### config.mk
export PLATFORM = sky130hd
export DESIGN_NAME = bilinear_position_index_generator
export DESIGN_NICKNAME = d
export VERILOG_FILES = /design/src/sv/bpig_pkg.sv /design/src/sv/bilinear_position_index_generator.sv /design/src/sv/bpig_div.sv /design/src/sv/bpig_fifo.sv /design/src/sv/bpig_front.sv /design/src/sv/bpig_back.sv
export SDC_FILE = /design/constraint.sdc
export NUM_CORES = 2
export LEC_CHECK = 0
export BUFFER_PORTS_ARGS = -buffer_cell sky130_fd_sc_hd__clkbuf_2
export CORE_ASPECT_RATIO = 0.6
export CORE_MARGIN = 4
export CORE_UTILIZATION = 30
export DETAILED_ROUTE_END_ITERATION = 7
export SKIP_CTS_REPAIR_TIMING = 1
export SLEW_MARGIN = 15
export SYNTH_ARGS = -nofsm -noshare
export SYNTH_HDL_FRONTEND = slang
export SYNTH_SLANG_ARGS = --single-unit
### constraint.sdc
create_clock -name clk -period 10.5 [get_ports clk]
set_input_delay 1.05 -clock clk [delete_from_list [all_inputs] [get_ports clk]]
set_output_delay 1.05 -clock clk [all_outputs]
set_load 0.005 [all_outputs]
### src/sv/bpig_pkg.sv
// Shared constants, types and helpers for the bilinear position index generator.
// Used by every module of the block; depends on nothing.
package bpig_pkg;

  localparam int TABLE_SIDE    = 48;
  localparam int MAX_GRID_SIDE = 1024;
  localparam int FRAME_LIMIT   = 64;

  localparam int DIM_W     = 11;
  localparam int FRAMES_W  = 7;
  localparam int FRM_W     = 6;
  localparam int DIV_W     = $clog2(MAX_GRID_SIDE);
  localparam int BLK_W     = DIV_W - 1;
  localparam int FRAC_W    = 16;
  localparam int TIDX_W    = $clog2(TABLE_SIDE);
  localparam int POS_W     = TIDX_W + FRAC_W;
  localparam int IDX_W     = 12;
  localparam int WGT_W     = FRAC_W + 1;
  localparam int CFG_IDX_W = 2;
  localparam int CFG_DAT_W = DIM_W;
  localparam int DIV_CNT_W = $clog2(POS_W);

  localparam int QUEUE_DEPTH = 4;
  localparam int QPTR_W      = $clog2(QUEUE_DEPTH);

  localparam int IN_TDATA_W    = 8;
  localparam int OUT_FIELDS_W  = 4 * IDX_W + 4 * WGT_W;
  localparam int OUT_TDATA_W   = ((OUT_FIELDS_W + 7) / 8) * 8;

  // (TABLE_SIDE-1) with 16 fraction bits: position gained per patch step times (dim-1)
  localparam logic [POS_W-1:0] POS_SPAN = POS_W'(TABLE_SIDE - 1) << FRAC_W;

  localparam logic [CFG_IDX_W-1:0] REG_GRID_HEIGHT = CFG_IDX_W'(0);
  localparam logic [CFG_IDX_W-1:0] REG_GRID_WIDTH  = CFG_IDX_W'(1);
  localparam logic [CFG_IDX_W-1:0] REG_GRID_FRAMES = CFG_IDX_W'(2);

  typedef struct packed {
    logic [BLK_W-1:0] row_blk;
    logic [BLK_W-1:0] col_blk;
    logic             inner_row;
    logic             inner_col;
    logic             last;
    logic             err;
  } desc_t;

  typedef struct packed {
    logic [DIM_W-1:0] height;
    logic [DIM_W-1:0] width;
    logic             update;
  } grid_cfg_t;

  typedef enum logic [2:0] {
    BK_START_ROW,
    BK_WAIT_ROW,
    BK_START_COL,
    BK_WAIT_COL,
    BK_RUN
  } back_state_t;

  function automatic logic [DIM_W-1:0] clamp_dim(input logic [DIM_W-1:0] d);
    return (d > DIM_W'(MAX_GRID_SIDE)) ? DIM_W'(MAX_GRID_SIDE) : d;
  endfunction

  // dimension of one or zero maps everything to position 0
  function automatic logic dim_flat(input logic [DIM_W-1:0] d);
    return clamp_dim(d) <= DIM_W'(1);
  endfunction

  function automatic logic [DIV_W-1:0] dim_divisor(input logic [DIM_W-1:0] d);
    logic [DIM_W-1:0] e;
    e = clamp_dim(d);
    if (e <= DIM_W'(1)) begin
      return DIV_W'(1);
    end
    return DIV_W'(e - DIM_W'(1));
  endfunction

endpackage

### src/sv/bilinear_position_index_generator.sv
// Top level of the bilinear position index generator.
// Instantiates bpig_front, bpig_fifo and bpig_back; depends on bpig_pkg.
//
// Usage:
//   cfg_*      : register writes (0 grid_height, 1 grid_width, 2 grid_frames), always ready.
//                Write only while no item is in flight.
//   s_axis_*   : one item per patch; tdata[0] = restart (walk restarts at first patch).
//   m_axis_*   : one interpolation record per item; tlast marks the final patch of the
//                image, tuser flags an invalid (odd or out-of-range) grid.
// From accept, an item passes the queue, the s1 register and the output register to
// tvalid once the trackers sit on the patch's block; else it also waits on the tracker steps (two per block advance).
// Throughput: one item a cycle inside a 2x2 block while the receiver takes records;
// a block advance waits on the row and column position trackers, one patch a cycle.
// After reset and after each configuration write the back end computes the per-grid
// step constants, row then column, with a bit-serial divider; items are accepted
// into the 4-entry queue meanwhile.
// When the receiver stalls the output register holds its record, one more record
// waits behind it, and the queue fills before s_axis_tready drops.
module bilinear_position_index_generator (
  input  logic                             clk,
  input  logic                             rst,
  input  logic                             cfg_valid,
  output logic                             cfg_ready,
  input  logic [bpig_pkg::CFG_IDX_W-1:0]   cfg_index,
  input  logic [bpig_pkg::CFG_DAT_W-1:0]   cfg_data,
  input  logic                             s_axis_tvalid,
  output logic                             s_axis_tready,
  input  logic [bpig_pkg::IN_TDATA_W-1:0]  s_axis_tdata,  // [0] restart, rest zero
  output logic                             m_axis_tvalid,
  input  logic                             m_axis_tready,
  // index_top_left, index_top_right, index_bottom_left, index_bottom_right,
  // weight_top_left, weight_top_right, weight_bottom_left, weight_bottom_right, zero pad
  output logic [bpig_pkg::OUT_TDATA_W-1:0] m_axis_tdata,
  output logic                             m_axis_tlast,  // last_patch
  output logic [0:0]                       m_axis_tuser   // [0] grid_error
);
  import bpig_pkg::*;

  desc_t     push_desc, head;
  grid_cfg_t grid;
  logic      push, pop, queue_full, head_valid;

  logic [IDX_W-1:0] itl, itr, ibl, ibr;
  logic [WGT_W-1:0] wtl, wtr, wbl, wbr;
  logic             last_patch, grid_error;

  bpig_front u_front (
    .clk       (clk),
    .rst       (rst),
    .cfg_valid (cfg_valid),
    .cfg_ready (cfg_ready),
    .cfg_index (cfg_index),
    .cfg_data  (cfg_data),
    .in_valid  (s_axis_tvalid),
    .in_ready  (s_axis_tready),
    .restart   (s_axis_tdata[0]),
    .queue_full(queue_full),
    .push      (push),
    .desc      (push_desc),
    .grid      (grid)
  );

  bpig_fifo u_fifo (
    .clk       (clk),
    .rst       (rst),
    .push      (push),
    .push_data (push_desc),
    .full      (queue_full),
    .pop       (pop),
    .head_valid(head_valid),
    .head      (head)
  );

  bpig_back u_back (
    .clk                (clk),
    .rst                (rst),
    .grid               (grid),
    .head_valid         (head_valid),
    .head               (head),
    .pop                (pop),
    .out_valid          (m_axis_tvalid),
    .out_ready          (m_axis_tready),
    .index_top_left     (itl),
    .index_top_right    (itr),
    .index_bottom_left  (ibl),
    .index_bottom_right (ibr),
    .weight_top_left    (wtl),
    .weight_top_right   (wtr),
    .weight_bottom_left (wbl),
    .weight_bottom_right(wbr),
    .last_patch         (last_patch),
    .grid_error         (grid_error)
  );

  assign m_axis_tdata = {{(OUT_TDATA_W - OUT_FIELDS_W){1'b0}},
                         wbr, wbl, wtr, wtl, ibr, ibl, itr, itl};
  assign m_axis_tlast = last_patch;
  assign m_axis_tuser = grid_error;

endmodule

### src/sv/bpig_div.sv
// Restoring divider of the fixed position span by a grid divisor, one bit a cycle.
// Depends on bpig_pkg.
module bpig_div (
  input  logic                       clk,
  input  logic                       rst,
  input  logic                       start,
  input  logic [bpig_pkg::DIV_W-1:0] divisor,
  output logic                       done,
  output logic [bpig_pkg::POS_W-1:0] quotient,
  output logic [bpig_pkg::DIV_W-1:0] remainder
);
  import bpig_pkg::*;

  logic                 busy;
  logic [DIV_CNT_W-1:0] cnt;
  logic [DIV_W-1:0]     dvs;
  logic [POS_W-1:0]     quo;
  logic [DIV_W-1:0]     rem;

  logic [DIV_W:0]   trial;
  logic             ge;
  logic [DIV_W-1:0] rem_next;

  always_comb begin
    trial    = {rem, quo[POS_W-1]};
    ge       = trial >= {1'b0, dvs};
    rem_next = ge ? DIV_W'(trial - {1'b0, dvs}) : trial[DIV_W-1:0];
  end

  always_ff @(posedge clk) begin
    if (rst) begin
      busy <= 1'b0;
      done <= 1'b0;
      cnt  <= '0;
    end else begin
      done <= 1'b0;
      if (start) begin
        busy <= 1'b1;
        cnt  <= '0;
      end else if (busy) begin
        cnt <= cnt + DIV_CNT_W'(1);
        if (cnt == DIV_CNT_W'(POS_W - 1)) begin
          busy <= 1'b0;
          done <= 1'b1;
        end
      end
    end
  end

  always_ff @(posedge clk) begin
    if (start) begin
      dvs <= divisor;
      quo <= POS_SPAN;
      rem <= '0;
    end else if (busy) begin
      quo <= {quo[POS_W-2:0], ge};
      rem <= rem_next;
    end
  end

  assign quotient  = quo;
  assign remainder = rem;

endmodule

### src/sv/bpig_fifo.sv
// Short descriptor queue between the walk front end and the position back end.
// Depends on bpig_pkg.
module bpig_fifo (
  input  logic            clk,
  input  logic            rst,
  input  logic            push,
  input  bpig_pkg::desc_t push_data,
  output logic            full,
  input  logic            pop,
  output logic            head_valid,
  output bpig_pkg::desc_t head
);
  import bpig_pkg::*;

  desc_t             mem [QUEUE_DEPTH];
  logic [QPTR_W-1:0] wr_ptr;
  logic [QPTR_W-1:0] rd_ptr;
  logic [QPTR_W:0]   count;

  assign full       = count == (QPTR_W + 1)'(QUEUE_DEPTH);
  assign head_valid = count != '0;
  assign head       = mem[rd_ptr];

  always_ff @(posedge clk) begin
    if (push) begin
      mem[wr_ptr] <= push_data;
    end
  end

  always_ff @(posedge clk) begin
    if (rst) begin
      wr_ptr <= '0;
      rd_ptr <= '0;
      count  <= '0;
    end else begin
      if (push) begin
        wr_ptr <= (wr_ptr == QPTR_W'(QUEUE_DEPTH - 1)) ? '0 : wr_ptr + QPTR_W'(1);
      end
      if (pop) begin
        rd_ptr <= (rd_ptr == QPTR_W'(QUEUE_DEPTH - 1)) ? '0 : rd_ptr + QPTR_W'(1);
      end
      if (push && !pop) begin
        count <= count + (QPTR_W + 1)'(1);
      end else if (pop && !push) begin
        count <= count - (QPTR_W + 1)'(1);
      end
    end
  end

  assert property (@(posedge clk) disable iff (rst) pop |-> head_valid)
    else $error("queue popped while empty");
  assert property (@(posedge clk) disable iff (rst) count <= (QPTR_W + 1)'(QUEUE_DEPTH))
    else $error("queue count overflow");

endmodule

### src/sv/bpig_front.sv
// Front end: grid registers, configuration port and the patch walk counters.
// Each accepted item becomes one descriptor for the queue. Depends on bpig_pkg.
module bpig_front (
  input  logic                           clk,
  input  logic                           rst,
  input  logic                           cfg_valid,
  output logic                           cfg_ready,
  input  logic [bpig_pkg::CFG_IDX_W-1:0] cfg_index,
  input  logic [bpig_pkg::CFG_DAT_W-1:0] cfg_data,
  input  logic                           in_valid,
  output logic                           in_ready,
  input  logic                           restart,
  input  logic                           queue_full,
  output logic                           push,
  output bpig_pkg::desc_t                desc,
  output bpig_pkg::grid_cfg_t            grid
);
  import bpig_pkg::*;

  logic [DIM_W-1:0]    grid_height;
  logic [DIM_W-1:0]    grid_width;
  logic [FRAMES_W-1:0] grid_frames;
  logic                cfg_update;

  logic [FRM_W-1:0] frame_cnt;
  logic [BLK_W-1:0] brow;
  logic [BLK_W-1:0] bcol;
  logic             irow;
  logic             icol;

  logic [FRM_W-1:0] frame_cnt_next;
  logic [BLK_W-1:0] brow_next;
  logic [BLK_W-1:0] bcol_next;
  logic             irow_next;
  logic             icol_next;

  logic [DIV_W-1:0]    bh, bw, bh_raw, bw_raw;
  logic [FRAMES_W-1:0] fr;
  logic                wrap, last, err;
  logic [FRM_W-1:0]    cur_f;
  logic [BLK_W-1:0]    cur_br, cur_bc;
  logic                cur_ir, cur_ic;

  assign cfg_ready = 1'b1;
  assign in_ready  = !queue_full;
  assign push      = in_valid && in_ready;

  always_comb begin
    bh_raw = DIV_W'(clamp_dim(grid_height) >> 1);
    bw_raw = DIV_W'(clamp_dim(grid_width) >> 1);
    bh     = (bh_raw == '0) ? DIV_W'(1) : bh_raw;
    bw     = (bw_raw == '0) ? DIV_W'(1) : bw_raw;
    if (grid_frames == '0) begin
      fr = FRAMES_W'(1);
    end else if (grid_frames > FRAMES_W'(FRAME_LIMIT)) begin
      fr = FRAMES_W'(FRAME_LIMIT);
    end else begin
      fr = grid_frames;
    end

    // a grid change can leave the counters outside the walk: start over
    wrap = restart || (FRAMES_W'(frame_cnt) >= fr) || (DIV_W'(brow) >= bh) ||
           (DIV_W'(bcol) >= bw);
    cur_f  = wrap ? '0 : frame_cnt;
    cur_br = wrap ? '0 : brow;
    cur_bc = wrap ? '0 : bcol;
    cur_ir = wrap ? 1'b0 : irow;
    cur_ic = wrap ? 1'b0 : icol;

    last = (FRAMES_W'(cur_f) == fr - FRAMES_W'(1)) && (DIV_W'(cur_br) == bh - DIV_W'(1)) &&
           (DIV_W'(cur_bc) == bw - DIV_W'(1)) && cur_ir && cur_ic;

    err = grid_height[0] || grid_width[0] || (grid_height == '0) || (grid_width == '0) ||
          (grid_height > DIM_W'(MAX_GRID_SIDE)) || (grid_width > DIM_W'(MAX_GRID_SIDE)) ||
          (grid_frames == '0) || (grid_frames > FRAMES_W'(FRAME_LIMIT));

    frame_cnt_next = cur_f;
    brow_next      = cur_br;
    bcol_next      = cur_bc;
    irow_next      = cur_ir;
    icol_next      = cur_ic;
    if (last) begin
      frame_cnt_next = '0;
      brow_next      = '0;
      bcol_next      = '0;
      irow_next      = 1'b0;
      icol_next      = 1'b0;
    end else if (!cur_ic) begin
      icol_next = 1'b1;
    end else begin
      icol_next = 1'b0;
      if (!cur_ir) begin
        irow_next = 1'b1;
      end else begin
        irow_next = 1'b0;
        if (DIV_W'(cur_bc) + DIV_W'(1) < bw) begin
          bcol_next = cur_bc + BLK_W'(1);
        end else begin
          bcol_next = '0;
          if (DIV_W'(cur_br) + DIV_W'(1) < bh) begin
            brow_next = cur_br + BLK_W'(1);
          end else begin
            brow_next      = '0;
            frame_cnt_next = cur_f + FRM_W'(1);
          end
        end
      end
    end

    desc.row_blk   = cur_br;
    desc.col_blk   = cur_bc;
    desc.inner_row = cur_ir;
    desc.inner_col = cur_ic;
    desc.last      = last;
    desc.err       = err;
  end

  always_ff @(posedge clk) begin
    if (rst) begin
      grid_height <= DIM_W'(2);
      grid_width  <= DIM_W'(2);
      grid_frames <= FRAMES_W'(1);
      cfg_update  <= 1'b0;
    end else begin
      cfg_update <= cfg_valid && cfg_ready;
      if (cfg_valid && cfg_ready) begin
        unique case (cfg_index)
          REG_GRID_HEIGHT: grid_height <= cfg_data;
          REG_GRID_WIDTH:  grid_width  <= cfg_data;
          REG_GRID_FRAMES: grid_frames <= cfg_data[FRAMES_W-1:0];
          default: ;
        endcase
      end
    end
  end

  always_ff @(posedge clk) begin
    if (rst) begin
      frame_cnt <= '0;
      brow      <= '0;
      bcol      <= '0;
      irow      <= 1'b0;
      icol      <= 1'b0;
    end else if (push) begin
      frame_cnt <= frame_cnt_next;
      brow      <= brow_next;
      bcol      <= bcol_next;
      irow      <= irow_next;
      icol      <= icol_next;
    end
  end

  assign grid.height = grid_height;
  assign grid.width  = grid_width;
  assign grid.update = cfg_update;

endmodule

### src/sv/bpig_back.sv
// Back end: per-grid step constants from the divider, incremental row and column
// position trackers, weight multipliers and the output register. Depends on bpig_pkg.
module bpig_back (
  input  logic                       clk,
  input  logic                       rst,
  input  bpig_pkg::grid_cfg_t        grid,
  input  logic                       head_valid,
  input  bpig_pkg::desc_t            head,
  output logic                       pop,
  output logic                       out_valid,
  input  logic                       out_ready,
  output logic [bpig_pkg::IDX_W-1:0] index_top_left,
  output logic [bpig_pkg::IDX_W-1:0] index_top_right,
  output logic [bpig_pkg::IDX_W-1:0] index_bottom_left,
  output logic [bpig_pkg::IDX_W-1:0] index_bottom_right,
  output logic [bpig_pkg::WGT_W-1:0] weight_top_left,
  output logic [bpig_pkg::WGT_W-1:0] weight_top_right,
  output logic [bpig_pkg::WGT_W-1:0] weight_bottom_left,
  output logic [bpig_pkg::WGT_W-1:0] weight_bottom_right,
  output logic                       last_patch,
  output logic                       grid_error
);
  import bpig_pkg::*;

  localparam int PROD_W = 2 * WGT_W;
  localparam int TPRD_W = IDX_W + 2 * TIDX_W;

  function automatic logic [IDX_W-1:0] table_index(input logic [TIDX_W-1:0] r,
                                                   input logic [TIDX_W-1:0] c);
    logic [TPRD_W-1:0] full;
    full = TPRD_W'(r) * TPRD_W'(TABLE_SIDE) + TPRD_W'(c);
    return full[IDX_W-1:0];
  endfunction

  function automatic logic [WGT_W-1:0] weight_of(input logic [WGT_W-1:0] a,
                                                 input logic [WGT_W-1:0] b);
    logic [PROD_W-1:0] p;
    p = PROD_W'(a) * PROD_W'(b);
    return p[FRAC_W+WGT_W-1:FRAC_W];
  endfunction

  back_state_t state, state_next;

  logic             div_start, div_done;
  logic [DIV_W-1:0] div_divisor, div_rem;
  logic [POS_W-1:0] div_quo;

  // step constants: q*D + r tracks n * POS_SPAN exactly
  logic [POS_W-1:0] row_step_q, col_step_q;
  logic [DIV_W-1:0] row_step_r, col_step_r, row_d, col_d;
  logic [DIV_W-1:0] row_n, col_n;
  logic [POS_W-1:0] row_q, col_q;
  logic [DIV_W-1:0] row_r, col_r;

  logic [DIV_W:0]   row_sum, col_sum;
  logic             row_cy, col_cy;
  logic [DIV_W-1:0] row_adv_r, col_adv_r;
  logic [POS_W-1:0] row_adv_q, col_adv_q;
  logic [DIV_W-1:0] row_t, col_t;
  logic             row_ok, col_ok;

  logic             s1_valid, s1_load, out_load;
  logic [POS_W-1:0] s1_row, s1_col;
  logic             s1_last, s1_err;

  logic [TIDX_W-1:0] r0, r1, c0, c1;
  logic [WGT_W-1:0]  fy, fx, gy, gx;

  bpig_div u_div (
    .clk      (clk),
    .rst      (rst),
    .start    (div_start),
    .divisor  (div_divisor),
    .done     (div_done),
    .quotient (div_quo),
    .remainder(div_rem)
  );

  assign div_divisor = (state == BK_START_COL) ? dim_divisor(grid.width)
                                               : dim_divisor(grid.height);

  always_comb begin
    state_next = state;
    div_start  = 1'b0;
    unique case (state)
      BK_START_ROW: begin
        div_start  = 1'b1;
        state_next = BK_WAIT_ROW;
      end
      BK_WAIT_ROW: if (div_done) state_next = BK_START_COL;
      BK_START_COL: begin
        div_start  = 1'b1;
        state_next = BK_WAIT_COL;
      end
      BK_WAIT_COL: if (div_done) state_next = BK_RUN;
      BK_RUN: state_next = BK_RUN;
      default: state_next = BK_START_ROW;
    endcase
    if (grid.update) begin
      state_next = BK_START_ROW;
    end
  end

  always_ff @(posedge clk) begin
    if (rst) begin
      state <= BK_START_ROW;
    end else begin
      state <= state_next;
    end
  end

  always_ff @(posedge clk) begin
    if (state == BK_WAIT_ROW && div_done) begin
      row_step_q <= dim_flat(grid.height) ? '0 : div_quo;
      row_step_r <= dim_flat(grid.height) ? '0 : div_rem;
      row_d      <= dim_divisor(grid.height);
    end
    if (state == BK_WAIT_COL && div_done) begin
      col_step_q <= dim_flat(grid.width) ? '0 : div_quo;
      col_step_r <= dim_flat(grid.width) ? '0 : div_rem;
      col_d      <= dim_divisor(grid.width);
    end
  end

  // one step forward of each tracker; also the odd row/column position of a block
  always_comb begin
    row_sum   = {1'b0, row_r} + {1'b0, row_step_r};
    row_cy    = row_sum >= {1'b0, row_d};
    row_adv_r = row_cy ? DIV_W'(row_sum - {1'b0, row_d}) : row_sum[DIV_W-1:0];
    row_adv_q = row_q + row_step_q + POS_W'(row_cy);
    col_sum   = {1'b0, col_r} + {1'b0, col_step_r};
    col_cy    = col_sum >= {1'b0, col_d};
    col_adv_r = col_cy ? DIV_W'(col_sum - {1'b0, col_d}) : col_sum[DIV_W-1:0];
    col_adv_q = col_q + col_step_q + POS_W'(col_cy);
    row_t     = {head.row_blk, 1'b0};
    col_t     = {head.col_blk, 1'b0};
    row_ok    = row_n == row_t;
    col_ok    = col_n == col_t;
  end

  always_ff @(posedge clk) begin
    if (state != BK_RUN) begin
      row_n <= '0;
      row_q <= '0;
      row_r <= '0;
      col_n <= '0;
      col_q <= '0;
      col_r <= '0;
    end else if (head_valid) begin
      if (row_t < row_n) begin
        row_n <= '0;
        row_q <= '0;
        row_r <= '0;
      end else if (!row_ok) begin
        row_n <= row_n + DIV_W'(1);
        row_q <= row_adv_q;
        row_r <= row_adv_r;
      end
      if (col_t < col_n) begin
        col_n <= '0;
        col_q <= '0;
        col_r <= '0;
      end else if (!col_ok) begin
        col_n <= col_n + DIV_W'(1);
        col_q <= col_adv_q;
        col_r <= col_adv_r;
      end
    end
  end

  assign out_load = s1_valid && (!out_valid || out_ready);
  assign s1_load  = (state == BK_RUN) && head_valid && row_ok && col_ok &&
                    (!s1_valid || out_load);
  assign pop      = s1_load;

  always_ff @(posedge clk) begin
    if (rst) begin
      s1_valid  <= 1'b0;
      out_valid <= 1'b0;
    end else begin
      if (s1_load) begin
        s1_valid <= 1'b1;
      end else if (out_load) begin
        s1_valid <= 1'b0;
      end
      if (out_load) begin
        out_valid <= 1'b1;
      end else if (out_ready) begin
        out_valid <= 1'b0;
      end
    end
  end

  always_ff @(posedge clk) begin
    if (s1_load) begin
      s1_row  <= head.inner_row ? row_adv_q : row_q;
      s1_col  <= head.inner_col ? col_adv_q : col_q;
      s1_last <= head.last;
      s1_err  <= head.err;
    end
  end

  always_comb begin
    r0 = s1_row[POS_W-1:FRAC_W];
    c0 = s1_col[POS_W-1:FRAC_W];
    r1 = (r0 >= TIDX_W'(TABLE_SIDE - 1)) ? TIDX_W'(TABLE_SIDE - 1) : r0 + TIDX_W'(1);
    c1 = (c0 >= TIDX_W'(TABLE_SIDE - 1)) ? TIDX_W'(TABLE_SIDE - 1) : c0 + TIDX_W'(1);
    fy = WGT_W'(s1_row[FRAC_W-1:0]);
    fx = WGT_W'(s1_col[FRAC_W-1:0]);
    gy = (WGT_W'(1) << FRAC_W) - fy;
    gx = (WGT_W'(1) << FRAC_W) - fx;
  end

  always_ff @(posedge clk) begin
    if (out_load) begin
      index_top_left      <= table_index(r0, c0);
      index_top_right     <= table_index(r0, c1);
      index_bottom_left   <= table_index(r1, c0);
      index_bottom_right  <= table_index(r1, c1);
      weight_top_left     <= weight_of(gy, gx);
      weight_top_right    <= weight_of(gy, fx);
      weight_bottom_left  <= weight_of(fy, gx);
      weight_bottom_right <= weight_of(fy, fx);
      last_patch          <= s1_last;
      grid_error          <= s1_err;
    end
  end

  assert property (@(posedge clk) disable iff (rst) (state == BK_RUN) |-> (row_r < row_d))
    else $error("row remainder not reduced");
  assert property (@(posedge clk) disable iff (rst) (state == BK_RUN) |-> (col_r < col_d))
    else $error("column remainder not reduced");
  assert property (@(posedge clk) disable iff (rst) (state != BK_RUN) |-> !pop)
    else $error("descriptor taken before step constants ready");

endmodule
==> flow_summary.toml <==
[outcome]
status = "finished clean"

[final_layout]
synthToLayoutAreaGrowth_pct = 9.639
fin_cells = 9125
nFillCells = 20725
fin_nets = 7821
drive_above_1_share = 0.07209
diodes = 0

[timing]
hold_violations = 0
worst_slew_pin_slew_ns = 1.201
max_slew_margin = 0.1963
final.setup.tns_ns = 0
fmax_mhz = 100.3
fin_crit_sh = 0.9492
finalWorstSetupSlack_ns = 0.5329
rsz0062_at_grt = "false"
setup_violations = 0
skew_ns = 0.05322
period_needed_ns = 9.967
drv_slew = 0

[synth]
yosysWarnings = 0
synthCells = 6353
async_reset_ff_frac = 0
yosysSeqAreaShare = 0.2288
avgSynthCellArea_um2 = 9.619
synth_enable_flop_cells = 337
synth.cell_area_um2 = 61110
ys.flop_type = "edfxtp_1"
ys_ff_latch = 530
synth_cell_type_count = 91

[critical_path]
end_kind = "register"
critPathMaxFanout = 19
cp_slowest_cell = "o211ai_1"
cp_data_arrival_time_ns = 10.42
worst_ep_required_time_ns = 10.95
critPathKind = "reg2reg"
worstReg2RegStart = "u_back.s1_col[1]"
cpPeakStageDelay_ns = 0.64
path_buf_inv = 5
r2r_slack_ns = 0.53
worst_setup_path_start_kind = "register"
crit_family = "adder cells"
cp_common_cell = "fa_1"
reg2reg_to = "u_back.weight_top_left[16]"
ff2ff_path_depth = 30

[clock_network]
tritoncts = "done"
h-tree-depth = 2
clkLatencyLatePin_ns = 0.70
cts.sinks = 530
cts_made_buffers = 57
cts.root.buffer_cell = "clkbuf_16"
cts.path.max_buffers = 3
path_clk_slew_ns = 0.07

[power]
p_seq_frac = 0.470
p_int_mw = 3.568
pwr-share-comb = 0.096
p_sw_mw = 1.277
clock_power_share = 0.434
swShare = 0.2635
ir_drop_mv = 0.1420
power_per_cell_area_nw_per_um2 = 72.31
cellLeakagePower_nw = 30.79

[global_route]
grt_pass1_wl_um = 267800
antenna_found_initial = 7
track_usage = 0.1614
overflow = 0
grt_max_degree = 56
grt_pass1_vias = 45180

[routing]
postRouteAntennaNets = 0
num_vias = 43944
route.detailed.drc = 0
routed_wl_um = 169100
drtIter0Drc = 3602
wl_per_cell_um = 18.53
firstDrtPassIters = 5
drt-vias-per-instance = 4.816

[place]
hpwlAfterDp_um = 131200
place_congestion = 0.8919
port_buffers = 137
dp.cells = 9017
dpl_worst_slack_ns = 0.7003

[worst_hold_path]
hold_path_class = "reg2reg"
hold_depth = 0
min_to = "u_back.grid_error"
hold_start = "u_back.s1_err"

[die]
die_w_um = 590.7
core_um2 = 202800
initial_core_util = 0.3014
fp.dieH_um = 357.6
die_area_um2 = 211200
rows = 128
ios = 151

[flow_run]
max_cap_violations = 0
## power groups by stage
stage / Combinational (mW) / Sequential, mW / Clock, mW
after CTS: 0.468 / 2.28 / 2.18
after global routing: 0.514 / 2.28 / 2.26
after global placement: 0.456 / 2.32 / 0
after detailed placement: 0.466 / 2.32 / 0
after floorplan: 0.326 / 2.31 / 0
final: 0.467 / 2.28 / 2.10
## cells in the mapped netlist (24+ instances only)
master / n / area share
clkbuf_1: 266 / 0.016
nand4_1: 29 / 0.0030
ha_1: 605 / 0.12
a211oi_1: 24 / 0.0029
nand3_1: 56 / 0.0046
edfxtp_1: 337 / 0.17
xnor2_1: 184 / 0.026
nand2b_1: 46 / 0.0047
dfxtp_1: 193 / 0.063
fa_1: 844 / 0.28
inv_1: 1100 / 0.068
mux2i_1: 66 / 0.011
o21a_1: 27 / 0.0033
nor3_1: 55 / 0.0045
nand2_1: 854 / 0.052
xor2_1: 99 / 0.014
nor2b_1: 43 / 0.0044
a21o_1: 62 / 0.0076
or3_1: 27 / 0.0028
and3_1: 27 / 0.0028
nor2_1: 335 / 0.021
mux2_2: 50 / 0.0092
a21oi_1: 166 / 0.014
o21ai_0: 105 / 0.0086
a22oi_1: 32 / 0.0039
and2_1: 410 / 0.042
## cell type report
type / instances / area, um^2 / area share
Clock inverter: 40 / 429.2 / 0.006405
Tap cell: 2730 / 3416 / 0.05098
Multi-Input combinational cell: 4418 / 42100 / 0.6284
Clock buffer: 68 / 1499 / 0.02237
Inverter: 1103 / 4140 / 0.06179
Timing Repair Buffer: 236 / 1429 / 0.02133
Sequential cell: 530 / 13980 / 0.2087
## state kept, by name, summed over array words and instances, names as in the netlist, 11 cells and up, named ones only
signal                      cells
u_fifo.mem                     88
u_back.weight_bottom_left      17
u_back.weight_top_right        17
u_back.weight_top_left         17
u_front.grid_width             11
u_back.s1_row                  22
u_front.grid_height            11
u_back.col_step_q              22
u_back.index_bottom_left       12
u_back.s1_col                  22
u_back.index_bottom_right      12
u_back.row_q                   22
u_back.row_step_q              22
u_back.col_q                   22
u_back.weight_bottom_right     16
u_back.u_div.quotient          22
## metal layers
layer	share of wire	up-vias	GRT usage
li1	-	20109	-
met2	0.39	1545	0.2229
met3	0.086	182	0.03109
met1	0.50	22108	0.2555
met4	0.023	0	0.03591
met5	0	-	0
## through the flow
step / power, mW / hold WS [ns] / utilization / instance area, um^2
finish: 4.845 / 0.4359 / 0.3305 / 67000
global route: 5.056 / 0.4494 / 0.3305 / 67000
CTS: 4.920 / 0.4383 / 0.3304 / 66980
detailed placement: 2.787 / 0.4228 / 0.3209 / 65060
global placement: 2.775 / 0.4171 / 0.3208 / 65040
floorplan: 2.633 / 0.4003 / - / 61120
## worst max-delay path by stage
stage | start | cells past startpoint | slack [ns] | endpoint
2_1_floorplan | u_back.s1_col[0] | 33 | 1.58 | u_back.weight_bottom_left[13]
3_3_place_gp | u_back.s1_col[1] | 31 | 0.96 | u_back.weight_bottom_left[13]
3_5_place_dp | u_back.s1_col[1] | 31 | 0.70 | u_back.weight_bottom_left[13]
4_1_cts | u_back.s1_col[1] | 31 | 0.68 | u_back.weight_bottom_left[13]
5_1_grt | u_back.s1_col[1] | 31 | 0.07 | u_back.weight_bottom_left[13]
6_report | u_back.s1_col[1] | 30 | 0.53 | u_back.weight_top_left[16]
## cell usage in the layout (no fill, tap or decap), types with 56 or more instances in the layout
| cell type | synthesis | routed |
|---|---|---|
| dfxtp_1 | 193 | 192 |
| inv_1 | 1100 | 1099 |
| mux2i_1 | 66 | 66 |
| xnor2_1 | 184 | 169 |
| and2_1 | 410 | 410 |
| edfxtp_1 | 337 | 337 |
| xor2_1 | 99 | 86 |
| ha_1 | 605 | 605 |
| o21ai_0 | 105 | 103 |
| clkbuf_2 | 0 | 137 |
| nor2_1 | 335 | 334 |
| fa_1 | 844 | 844 |
| clkbuf_16 | 0 | 58 |
| a21o_1 | 62 | 62 |
| nand3_1 | 56 | 56 |
| a21oi_1 | 166 | 166 |
| buf_4 | 15 | 99 |
| nand2_1 | 854 | 854 |
## cell families after synthesis
logic type	Yosys count	share of synthesized area
buf+inv	1409	0.08753
xor+xnor	283	0.04056
flops	530	0.2288
simple gates	1942	0.1499
fa+ha+maj	1449	0.4004
compound gates	600	0.06454
other cells	2	0.0001229
mux	138	0.02813
Power figures use the tool's default switching activity.
